**src/hdl/lcs_pkg.sv**
```systemverilog
// shared types and constants for the least-connections server selector
// no dependencies
package lcs_pkg;

   localparam int NUM_SERVERS = 8;
   localparam int COUNT_BITS  = 16;
   localparam int LIFE_BITS   = 32;
   localparam int IDX_BITS    = 3;
   localparam int MASK_BITS   = 8;
   localparam int STATUS_BITS = 2;
   localparam int CNT_BITS    = (NUM_SERVERS > 1) ? $clog2(NUM_SERVERS) : 1;

   localparam logic KIND_SELECT  = 1'b0;
   localparam logic KIND_RELEASE = 1'b1;

   localparam logic [STATUS_BITS-1:0] STATUS_OK        = 2'd0;
   localparam logic [STATUS_BITS-1:0] STATUS_NO_SERVER = 2'd1;
   localparam logic [STATUS_BITS-1:0] STATUS_AT_ZERO   = 2'd2;

   localparam logic [COUNT_BITS-1:0] COUNT_MAX = {COUNT_BITS{1'b1}};

   typedef enum logic [1:0] {
      ST_IDLE,
      ST_SCAN,
      ST_DONE
   } state_type;

   // best candidate so far plus the release hit flags, walked along the cell chain
   typedef struct packed {
      logic                  found;
      logic [COUNT_BITS-1:0] cur;
      logic [LIFE_BITS-1:0]  life;
      logic [IDX_BITS-1:0]   idx;
      logic                  hit;
      logic                  zero;
   } token_type;

   typedef struct packed {
      logic                 kind;
      logic [IDX_BITS-1:0]  rel;
      logic [MASK_BITS-1:0] mask;
   } cmd_type;

   typedef struct packed {
      logic shift;
      logic commit;
   } ctl_type;

   typedef struct packed {
      logic inc;
      logic dec;
   } upd_type;

endpackage

```
**src/hdl/lcs_cell.sv**
```systemverilog
// one server cell: current and lifetime counters plus one stage of the token chain
// depends on lcs_pkg
module lcs_cell (
   input  logic                         clock,
   input  logic                         reset,
   input  logic                         shift,
   input  logic                         sel_en,
   input  logic                         rel_en,
   input  logic [lcs_pkg::IDX_BITS-1:0] my_index,
   input  lcs_pkg::upd_type             upd,
   input  lcs_pkg::token_type           tok_i,
   output lcs_pkg::token_type           tok_o
);
   import lcs_pkg::*;

   logic [COUNT_BITS-1:0] cur_ff, cur_in;
   logic [LIFE_BITS-1:0]  life_ff, life_in;
   token_type             tok_ff, tok_in;
   logic                  take;

   always_comb begin
      take = sel_en && (!tok_i.found || (cur_ff < tok_i.cur) ||
                        ((cur_ff == tok_i.cur) && (life_ff < tok_i.life)));
      tok_in = tok_i;
      if (take) begin
         tok_in.found = 1'b1;
         tok_in.cur   = cur_ff;
         tok_in.life  = life_ff;
         tok_in.idx   = my_index;
      end
      if (rel_en) begin
         tok_in.hit  = 1'b1;
         tok_in.zero = (cur_ff == '0);
      end
   end

   always_comb begin
      cur_in  = cur_ff;
      life_in = life_ff;
      if (upd.inc) begin
         if (cur_ff != COUNT_MAX) begin
            cur_in = cur_ff + 1'b1;
         end
         life_in = life_ff + 1'b1;
      end else if (upd.dec) begin
         cur_in = cur_ff - 1'b1;
      end
   end

   always_ff @(posedge clock) begin
      if (reset) begin
         cur_ff  <= '0;
         life_ff <= '0;
      end else begin
         cur_ff  <= cur_in;
         life_ff <= life_in;
      end
   end

   always_ff @(posedge clock) begin
      if (shift) begin
         tok_ff <= tok_in;
      end
   end

   assign tok_o = tok_ff;

endmodule

```
**src/hdl/lcs_ctrl.sv**
```systemverilog
// sequencer: takes a request, runs the token through the chain, commits and responds
// depends on lcs_pkg
module lcs_ctrl (
   input  logic                            clock,
   input  logic                            reset,
   input  logic                            req_valid,
   output logic                            req_stall,
   input  logic                            req_kind,
   input  logic [lcs_pkg::IDX_BITS-1:0]    req_release_index,
   input  logic [lcs_pkg::MASK_BITS-1:0]   req_running_mask,
   output logic                            rsp_valid,
   input  logic                            rsp_stall,
   output logic [lcs_pkg::IDX_BITS-1:0]    rsp_chosen_index,
   output logic [lcs_pkg::STATUS_BITS-1:0] rsp_status,
   input  lcs_pkg::token_type              tok_last,
   output lcs_pkg::cmd_type                cmd,
   output lcs_pkg::ctl_type                ctl
);
   import lcs_pkg::*;

   state_type               state_ff, state_in;
   logic [CNT_BITS-1:0]     cnt_ff, cnt_in;
   cmd_type                 cmd_ff, cmd_in;
   logic                    rsp_valid_ff, rsp_valid_in;
   logic [IDX_BITS-1:0]     rsp_idx_ff, rsp_idx_in;
   logic [STATUS_BITS-1:0]  rsp_status_ff, rsp_status_in;
   logic                    load;

   always_comb begin
      state_in     = state_ff;
      cnt_in       = cnt_ff;
      cmd_in       = cmd_ff;
      rsp_valid_in = rsp_valid_ff && rsp_stall;
      load         = 1'b0;
      ctl.shift    = 1'b0;
      ctl.commit   = 1'b0;
      req_stall    = (state_ff != ST_IDLE);
      unique case (state_ff)
         ST_IDLE: begin
            if (req_valid) begin
               cmd_in.kind = req_kind;
               cmd_in.rel  = req_release_index;
               cmd_in.mask = req_running_mask;
               cnt_in      = '0;
               state_in    = ST_SCAN;
            end
         end
         ST_SCAN: begin
            ctl.shift = 1'b1;
            cnt_in    = cnt_ff + 1'b1;
            if (cnt_ff == CNT_BITS'(NUM_SERVERS - 1)) begin
               state_in = ST_DONE;
            end
         end
         ST_DONE: begin
            if (!rsp_valid_ff || !rsp_stall) begin
               ctl.commit   = 1'b1;
               load         = 1'b1;
               rsp_valid_in = 1'b1;
               state_in     = ST_IDLE;
            end
         end
         default: begin
            state_in = ST_IDLE;
         end
      endcase
   end

   always_comb begin
      if (cmd_ff.kind == KIND_SELECT) begin
         if (tok_last.found) begin
            rsp_idx_in    = tok_last.idx;
            rsp_status_in = STATUS_OK;
         end else begin
            rsp_idx_in    = '0;
            rsp_status_in = STATUS_NO_SERVER;
         end
      end else begin
         rsp_idx_in    = cmd_ff.rel;
         rsp_status_in = (tok_last.hit && !tok_last.zero) ? STATUS_OK : STATUS_AT_ZERO;
      end
   end

   always_ff @(posedge clock) begin
      if (reset) begin
         state_ff     <= ST_IDLE;
         rsp_valid_ff <= 1'b0;
      end else begin
         state_ff     <= state_in;
         rsp_valid_ff <= rsp_valid_in;
      end
   end

   always_ff @(posedge clock) begin
      cnt_ff <= cnt_in;
      cmd_ff <= cmd_in;
      if (load) begin
         rsp_idx_ff    <= rsp_idx_in;
         rsp_status_ff <= rsp_status_in;
      end
   end

   assign cmd              = cmd_ff;
   assign rsp_valid        = rsp_valid_ff;
   assign rsp_chosen_index = rsp_idx_ff;
   assign rsp_status       = rsp_status_ff;

endmodule

```
**src/hdl/least_connections_server_select.sv**
```systemverilog
// a request is taken in idle, the token walks the cell chain in scan, and done commits
// and loads the response; one item at a time, the token moving one server cell per cycle;
// a waiting response does not block the next request, it only delays that request's commit
// reset: synchronous, clears every cell's counters at once and empties the response register
// top level: sequencer plus a chain of server cells; depends on lcs_pkg, lcs_cell, lcs_ctrl
module least_connections_server_select (
   input  logic                            clock,
   input  logic                            reset,
   input  logic                            req_valid,
   output logic                            req_stall,
   input  logic                            req_kind,
   input  logic [lcs_pkg::IDX_BITS-1:0]    req_release_index,
   input  logic [lcs_pkg::MASK_BITS-1:0]   req_running_mask,
   output logic                            rsp_valid,
   input  logic                            rsp_stall,
   output logic [lcs_pkg::IDX_BITS-1:0]    rsp_chosen_index,
   output logic [lcs_pkg::STATUS_BITS-1:0] rsp_status
);
   import lcs_pkg::*;

   token_type tok_chain [0:NUM_SERVERS];
   cmd_type   cmd;
   ctl_type   ctl;

   assign tok_chain[0] = '0;

   lcs_ctrl u_ctrl (
      .clock             (clock),
      .reset             (reset),
      .req_valid         (req_valid),
      .req_stall         (req_stall),
      .req_kind          (req_kind),
      .req_release_index (req_release_index),
      .req_running_mask  (req_running_mask),
      .rsp_valid         (rsp_valid),
      .rsp_stall         (rsp_stall),
      .rsp_chosen_index  (rsp_chosen_index),
      .rsp_status        (rsp_status),
      .tok_last          (tok_chain[NUM_SERVERS]),
      .cmd               (cmd),
      .ctl               (ctl)
   );

   for (genvar i = 0; i < NUM_SERVERS; i++) begin : g_cell
      logic                sel_en;
      logic                rel_en;
      logic [IDX_BITS-1:0] my_index;
      upd_type             upd;

      if (i < MASK_BITS) begin : g_addr
         assign my_index = IDX_BITS'(i);
         assign sel_en   = (cmd.kind == KIND_SELECT) && cmd.mask[i];
         assign rel_en   = (cmd.kind == KIND_RELEASE) && (cmd.rel == IDX_BITS'(i));
      end else begin : g_noaddr
         assign my_index = '0;
         assign sel_en   = 1'b0;
         assign rel_en   = 1'b0;
      end

      assign upd.inc = ctl.commit && sel_en && tok_chain[NUM_SERVERS].found &&
                       (tok_chain[NUM_SERVERS].idx == my_index);
      assign upd.dec = ctl.commit && rel_en && !tok_chain[NUM_SERVERS].zero;

      lcs_cell u_cell (
         .clock    (clock),
         .reset    (reset),
         .shift    (ctl.shift),
         .sel_en   (sel_en),
         .rel_en   (rel_en),
         .my_index (my_index),
         .upd      (upd),
         .tok_i    (tok_chain[i]),
         .tok_o    (tok_chain[i+1])
      );
   end

endmodule

```
**config.mk**
```make
export PLATFORM = sky130hd
export DESIGN_NAME = least_connections_server_select
export DESIGN_NICKNAME = d
export VERILOG_FILES = /design/src/hdl/lcs_pkg.sv /design/src/hdl/lcs_cell.sv /design/src/hdl/lcs_ctrl.sv /design/src/hdl/least_connections_server_select.sv
export SDC_FILE = /design/constraint.sdc
export NUM_CORES = 2
export LEC_CHECK = 0
export BUFFER_PORTS_ARGS = -buffer_cell sky130_fd_sc_hd__buf_2
export CAP_MARGIN = 20
export CELL_PAD_IN_SITES_DETAIL_PLACEMENT = 1
export CELL_PAD_IN_SITES_GLOBAL_PLACEMENT = 2
export CORE_UTILIZATION = 39
export CTS_CLUSTER_DIAMETER = 80
export DETAILED_ROUTE_END_ITERATION = 8
export PLACE_DENSITY = 0.84
export SLEW_MARGIN = 0
export SYNTH_ARGS = -nofsm -noshare
export SYNTH_HDL_FRONTEND = slang
export SYNTH_SLANG_ARGS = --single-unit
```
**constraint.sdc**
```tcl
create_clock -name clock -period 19.8 [get_ports clock]
set_input_delay 3.96 -clock clock [delete_from_list [all_inputs] [get_ports clock]]
set_output_delay 3.96 -clock clock [all_outputs]
set_load 0.005 [all_outputs]
```
# --- After elaboration in Yosys (flattened, before gate mapping) ---
# Cells that the tools add are included.
word_totals:
  regBits: 791
  in_bits: 16
  wordCells: 337
classes:
  n_addsub: 25
  order_cmp: 14
  eq_ne: 43
  n_mux: 55
  bitwise: 1
  reduce_logical: 129
op_table:
  columns: ["operator", "n"]
  rows:
  - ["16-bit two-way mux", 24]
  - ["51-bit two-way mux", 6]
  - ["32-bit by 1-bit adder with 32-bit output, second input constant", 8]
  - ["32-bit < comparator", 7]
  - ["16-bit by 1-bit adder with 16-bit output, second input constant", 8]
  - ["16-bit zero test", 8]
  - ["16-bit inequality test, second input constant", 8]
  - ["16-bit by 1-bit subtractor with 16-bit output, second input constant", 8]
  - ["16-bit equality test", 7]
  - ["16-bit < comparator", 7]
  - ["1-bit logical AND", 72]
  - ["52-bit two-way mux", 1]
  - ["3-bit equality test, second input constant", 9]
  - ["2-bit AND reduction", 10]
  - ["2-bit nonzero test", 10]
  - ["2-bit inequality test, second input constant", 9]
  - ["1-bit logical OR", 15]
  - ["1-bit two-way mux", 13]
  - ["3-bit by 2-bit equality test with 1-bit output, second input constant", 4]
  - ["2-bit two-way mux", 6]
  - ["1-bit zero test", 10]
  - ["3-bit two-way mux", 3]
  - ["3-bit by 1-bit equality test with 1-bit output, second input constant", 2]
  - ["3-bit zero test", 2]
  - ["other kinds (9)", 10]

# --- Longest topological paths before layout ---
depth:
  word_depth: 9
  mapped_depth: 15
  depth_no_buf: 14

# --- Hierarchy ---
# A second synthesis with hierarchy kept.
unflattened:
  cells_unflattened: 6691
  area_unflattened_um2: 60234.0
by_module_without_submodules:
  columns: ["mod", "instances", "cells_per_inst", "area_each_um2"]
  rows:
  - ["lcs_cell at g_cell[1].u_cell ...", 6, 858, 7549.7]
  - ["lcs_cell at g_cell[3].u_cell", 1, 848, 7512.2]
  - ["lcs_cell at g_cell[0].u_cell", 1, 586, 6202.2]
  - ["lcs_ctrl", 1, 55, 868.3]
  - ["least_connections_server_select", 1, 54, 352.8]

# --- Worst setup path after synthesis ---
# Ideal clock, no wire load.
synth_timing:
  path_kind: "flip-flop to flip-flop"
  from: "register u_ctrl.state_ff[1]"
  to: "register u_ctrl.cnt_ff[0] (enable)"
  arrival_time_ns: 18.743
  required_ns: 19.426
  path_slack_ns: 0.684
  stages_incl_launch_ff: 3
  n_path_buf: 0
  path_cell_list: "dfxtp_1 > nor2b_1 > or2_2"
synth_via:
  elab_chain_cells: 3
  elab_cells_between_ends: 5
synth_lines:
  columns: ["element", "line", "source"]
  rows:
  - ["start, declared", "lcs_ctrl.sv:21", "state_type state_ff, state_in;"]
  - ["start signal, assigned", "lcs_ctrl.sv:89", "state_ff <= state_in;"]
  - ["2-bit by 1-bit equality test with 1-bit output or 2-bit zero test (tied branches)", "lcs_ctrl.sv:38", "unique case (state_ff)"]
  - ["2-bit nonzero test (no source line) or 2-bit inequality test (tied branches)", null, null]
  - ["2-bit AND reduction (no source line) *", null, null]
  - ["end signal, assigned", "lcs_ctrl.sv:95", "cnt_ff <= cnt_in;"]
  - ["end, declared", "lcs_ctrl.sv:22", "logic [CNT_BITS-1:0] cnt_ff, cnt_in;"]
# Every way passes the cells marked *; elsewhere a longest branch is shown, timed or not.
# A chain may end at the register's enable or synchronous reset.

# --- Worst setup path after layout ---
layout_timing:
  from: "input port rsp_stall"
  to: "register g_cell[0].u_cell.cur_ff[15]"
layout_via:
  elab_chain_cells: 9
  elab_cells_between_ends: 13
layout_lines:
  columns: ["element", "line", "source"]
  rows:
  - ["start, declared", "least_connections_server_select.sv:15", "input logic rsp_stall,"]
  - ["1-bit zero test *", "lcs_ctrl.sv:56", "if (!rsp_valid_ff || !rsp_stall) begin"]
  - ["1-bit logical OR *", "lcs_ctrl.sv:56", null]
  - ["1-bit two-way mux *", "lcs_ctrl.sv:56", null]
  - ["1-bit two-way mux *", "lcs_ctrl.sv:38", null]
  - ["1-bit logical AND (3 in series)", "least_connections_server_select.sv:60", "assign upd.inc = ctl.commit && sel_en && tok_chain[NUM_SERVERS].found &&"]
  - ["2-bit inequality test (no source line) or 2-bit nonzero test (tied branches)", null, null]
  - ["2-bit AND reduction (no source line)", null, null]
  - ["end signal, assigned", "lcs_cell.sv:55", "cur_ff <= cur_in;"]
  - ["end, declared", "lcs_cell.sv:16", "logic [COUNT_BITS-1:0] cur_ff, cur_in;"]
# Marked as above.

==> impl_metrics.tcl <==
set metrics [dict create \
    leakage_uw 0.0214 \
    synth_seq_cells 784 \
    tightestPinTransition_ns 1.16 \
    cts_tree "yes" \
    drt-wirelength-per-cell_microns 18.2 \
    clk_latency_ns 0.69 \
    final_cells 6186 \
    netlist_top_cells_count "ha_1 (451), nor2_1 (451), inv_1 (398)" \
    cts_resized 0 \
    synth.avg_cell_area_sq_um 9.93 \
    reg2reg_setup_slack_ns 14.27 \
    cts_sinks 784 \
    htree_num_levels 3 \
    drt_iter0_markers 1566 \
    cts-root-buf "clkbuf_16" \
    fin_nets 5069 \
    synth_cell_type_count 82 \
    worstPathCellList "buf_2 > nand2_1 > nor3b_2 > nand4_1 > ha_1 > a2111oi_0 > o211ai_1 > a31oi_1 > o31ai_1 > o41ai_1 > mux2i_1 > xor2_1 > nor2_1" \
    clkTransAtPathRegs_ns 0.06 \
    synthFlopType "edfxtp_1" \
    worstPathRequired_ns 20.34 \
    cp_max_fo 16 \
    fill_cells 12859 \
    crit_buf_inv 1 \
    period_minus_slack_ns 8.47 \
    fin_setup_tns_ns 0 \
    clock_path_buffers 3 \
    drt_wl_total_microns 113000 \
    synth_nets 5030 \
    status "finished, violations left" \
    globalRouteOverflowTotal 0 \
    grt_max_degree 201 \
    die_area_sq_um 117000 \
    synthCells 4555 \
    critPathSlowestCell "nand4_1" \
    numCtsBuffers 93 \
    grt_pass1_vias 34401 \
    synth_area_leaders "edfxtp_1 (26%), dfxtp_1 (17%), ha_1 (12%)" \
    areaGrowthSynthToFinish_pct 11.4 \
    max_freq_ghz 0.118 \
    crit_path_max_incr_delay_ns 1.01 \
    peakVddDrop_v 0.0000639 \
    first_pass_iters 7 \
    start_util_pct 39.4 \
    hold_viol 0 \
    total_power_uw 3870 \
    cp_top_family "compound AO/OA/AOI/OAI gates" \
    arrival_ns 9.01 \
    yosysTopAreaCell "edfxtp_1" \
    portBuffers 22 \
    synthArstFlopShare_pct 0 \
    via_count 32983 \
    maxSlewViolCount 0 \
    antenna_cells 0 \
    grt_pass1_wl_microns 185000 \
    multiInputGateArea_sq_um 23700 \
    coreArea_sq_um 115000 \
    period_share_pct 42.8 \
    post-cts-setup-buffer-count 0 \
    synth_top_area_share_pct 26.4 \
    power_density_nw_per_um2 76.9 \
    synth_edf_count 397 \
    end_kind "flop" \
    routed_via_density 5.33 \
    regArea_sq_um 19700 \
    place.gp.congestion 0.820 \
    holdBufCountCts 0 \
    violations "DRC" \
    die_x_microns 343 \
    die_h_microns 343 \
    setup_viol 0 \
    drv_cap 0 \
    holdWs_ns 0.498 \
    syn_area_sq_um 45200 \
    crit_type "input port to flop" \
    max_slew_margin_pct 22.5 \
    rsz0062_at_grt "no" \
    yosys_warnings 0 \
    post_route_cells_drive_above_1_share_pct 11.1 \
    seq_area_frac_synth_pct 43.5 \
    drc 5 \
    hold_path_class "flop to flop" \
    ant_nets 0 \
    grt_usage_pct 19.4 \
    place_inst 6009 \
    hpwl_microns 82100 \
    fin_skew_ns 0.0245 \
    rows 124 \
    antenna_found_initial 1 \
    start_kind "input port" \
    io_pins 23 \
]
-- cells by family after synthesis --
group / Yosys count / synth area share (%)
AO/OA/AOI/OAI: 719 / 9.78
XOR/XNOR: 291 / 5.64
adder cells (fa/ha/maj): 459 / 12.8
buffers and inverters: 514 / 4.30
flip-flops: 784 / 43.5
multiplexers: 317 / 7.76
AND/OR/NAND/NOR: 1471 / 16.2
-- cell type report --
| cell class | instances | share of cell area [%] |
|---|---|---|
| Clock buffer | 124 | 5.11 |
| Clock inverter | 51 | 1.33 |
| Inverter | 406 | 3.03 |
| Multi-Input combinational cell | 3257 | 47.0 |
| Sequential cell | 784 | 39.0 |
| Tap cell | 1512 | 3.75 |
| Timing Repair Buffer | 52 | 0.752 |
-- placed cells by master, fill, tap and decap left out, types with 19 or more instances in the layout --
cell       count
ha_1         451
nor2_1       447
inv_1        398
edfxtp_1     397
dfxtp_1      387
a21oi_1      275
nand2_1      274
mux2_2       268
xor2_1       167
o21ai_0      146
nand4_1      142
xnor2_1      124
nand3_1      122
a21o_1       120
clkbuf_16     94
and2_1        74
or3_1         65
and3_1        62
nor4_1        62
nor3_1        54
nor2b_1       51
mux2i_1       49
nand2b_1      43
a211oi_1      37
o21a_1        23
buf_2         23
buf_4         23
clkbuf_1      19
-- registers in the layout, indices dropped and copies added (netlist names) --
signal                   flops
u_ctrl.rsp_chosen_index      3
g_cell.u_cell.tok_o        377
u_ctrl.cnt_ff                3
g_cell.u_cell.life_ff      256
u_ctrl.rsp_status            2
g_cell.u_cell.cur_ff       128
u_ctrl.cmd                  12
u_ctrl.rsp_valid             1
u_ctrl.state_ff              2
-- final timing paths --
path | from | to | cells after the start
worst max-delay path | rsp_stall | g_cell[0].u_cell.cur_ff[15] | 13
worst min-delay path | g_cell[0].u_cell.life_ff[18] | g_cell[0].u_cell.life_ff[18] | 2
worst max register to register | u_ctrl.state_ff[1] | g_cell[0].u_cell.cur_ff[15] | 12
worst min register to register | g_cell[0].u_cell.life_ff[18] | g_cell[0].u_cell.life_ff[18] | 2
-- worst register-to-register path, cell delays in order, from the launching register on --
cell and delay [ns]:
dfxtp_1 0.42, nand2b_1 0.17, nor3b_2 0.67, nand4_1 1.02, ha_1 0.75, a2111oi_0 0.76, o211ai_1 0.18, a31oi_1 0.37
o31ai_1 0.16, o41ai_1 0.40, mux2i_1 0.27, xor2_1 0.18, nor2_1 0.05
-- routing by layer --
| metal | share of wire (%) | wire length, microns | global-route usage [%] |
|---|---|---|---|
| met4 | 3.2 | 3650 | 6.33 |
| met2 | 48 | 54000 | 33.4 |
| met5 | 0 | 0 | 0 |
| met3 | 2.8 | 3170 | 2.50 |
| met1 | 46 | 52000 | 25.2 |
-- power breakdown --
group	total [uW]	switching (uW)	internal [uW]
logic	234	141	92.9
registers	1820	35.8	1790
clock network	1810	724	1090
-- metrics by stage --
stage	worst slack [ns]	util, %	area, sq um
6_report	11.33	43.9	50400
5_1_grt	10.96	43.9	50400
4_1_cts	11.40	43.9	50400
2_1_floorplan	0.684	-	45200
3_3_place_gp	10.73	41.1	47100
3_5_place_dp	10.70	41.1	47100
Note: power is estimated with default switching activity, not from simulation.
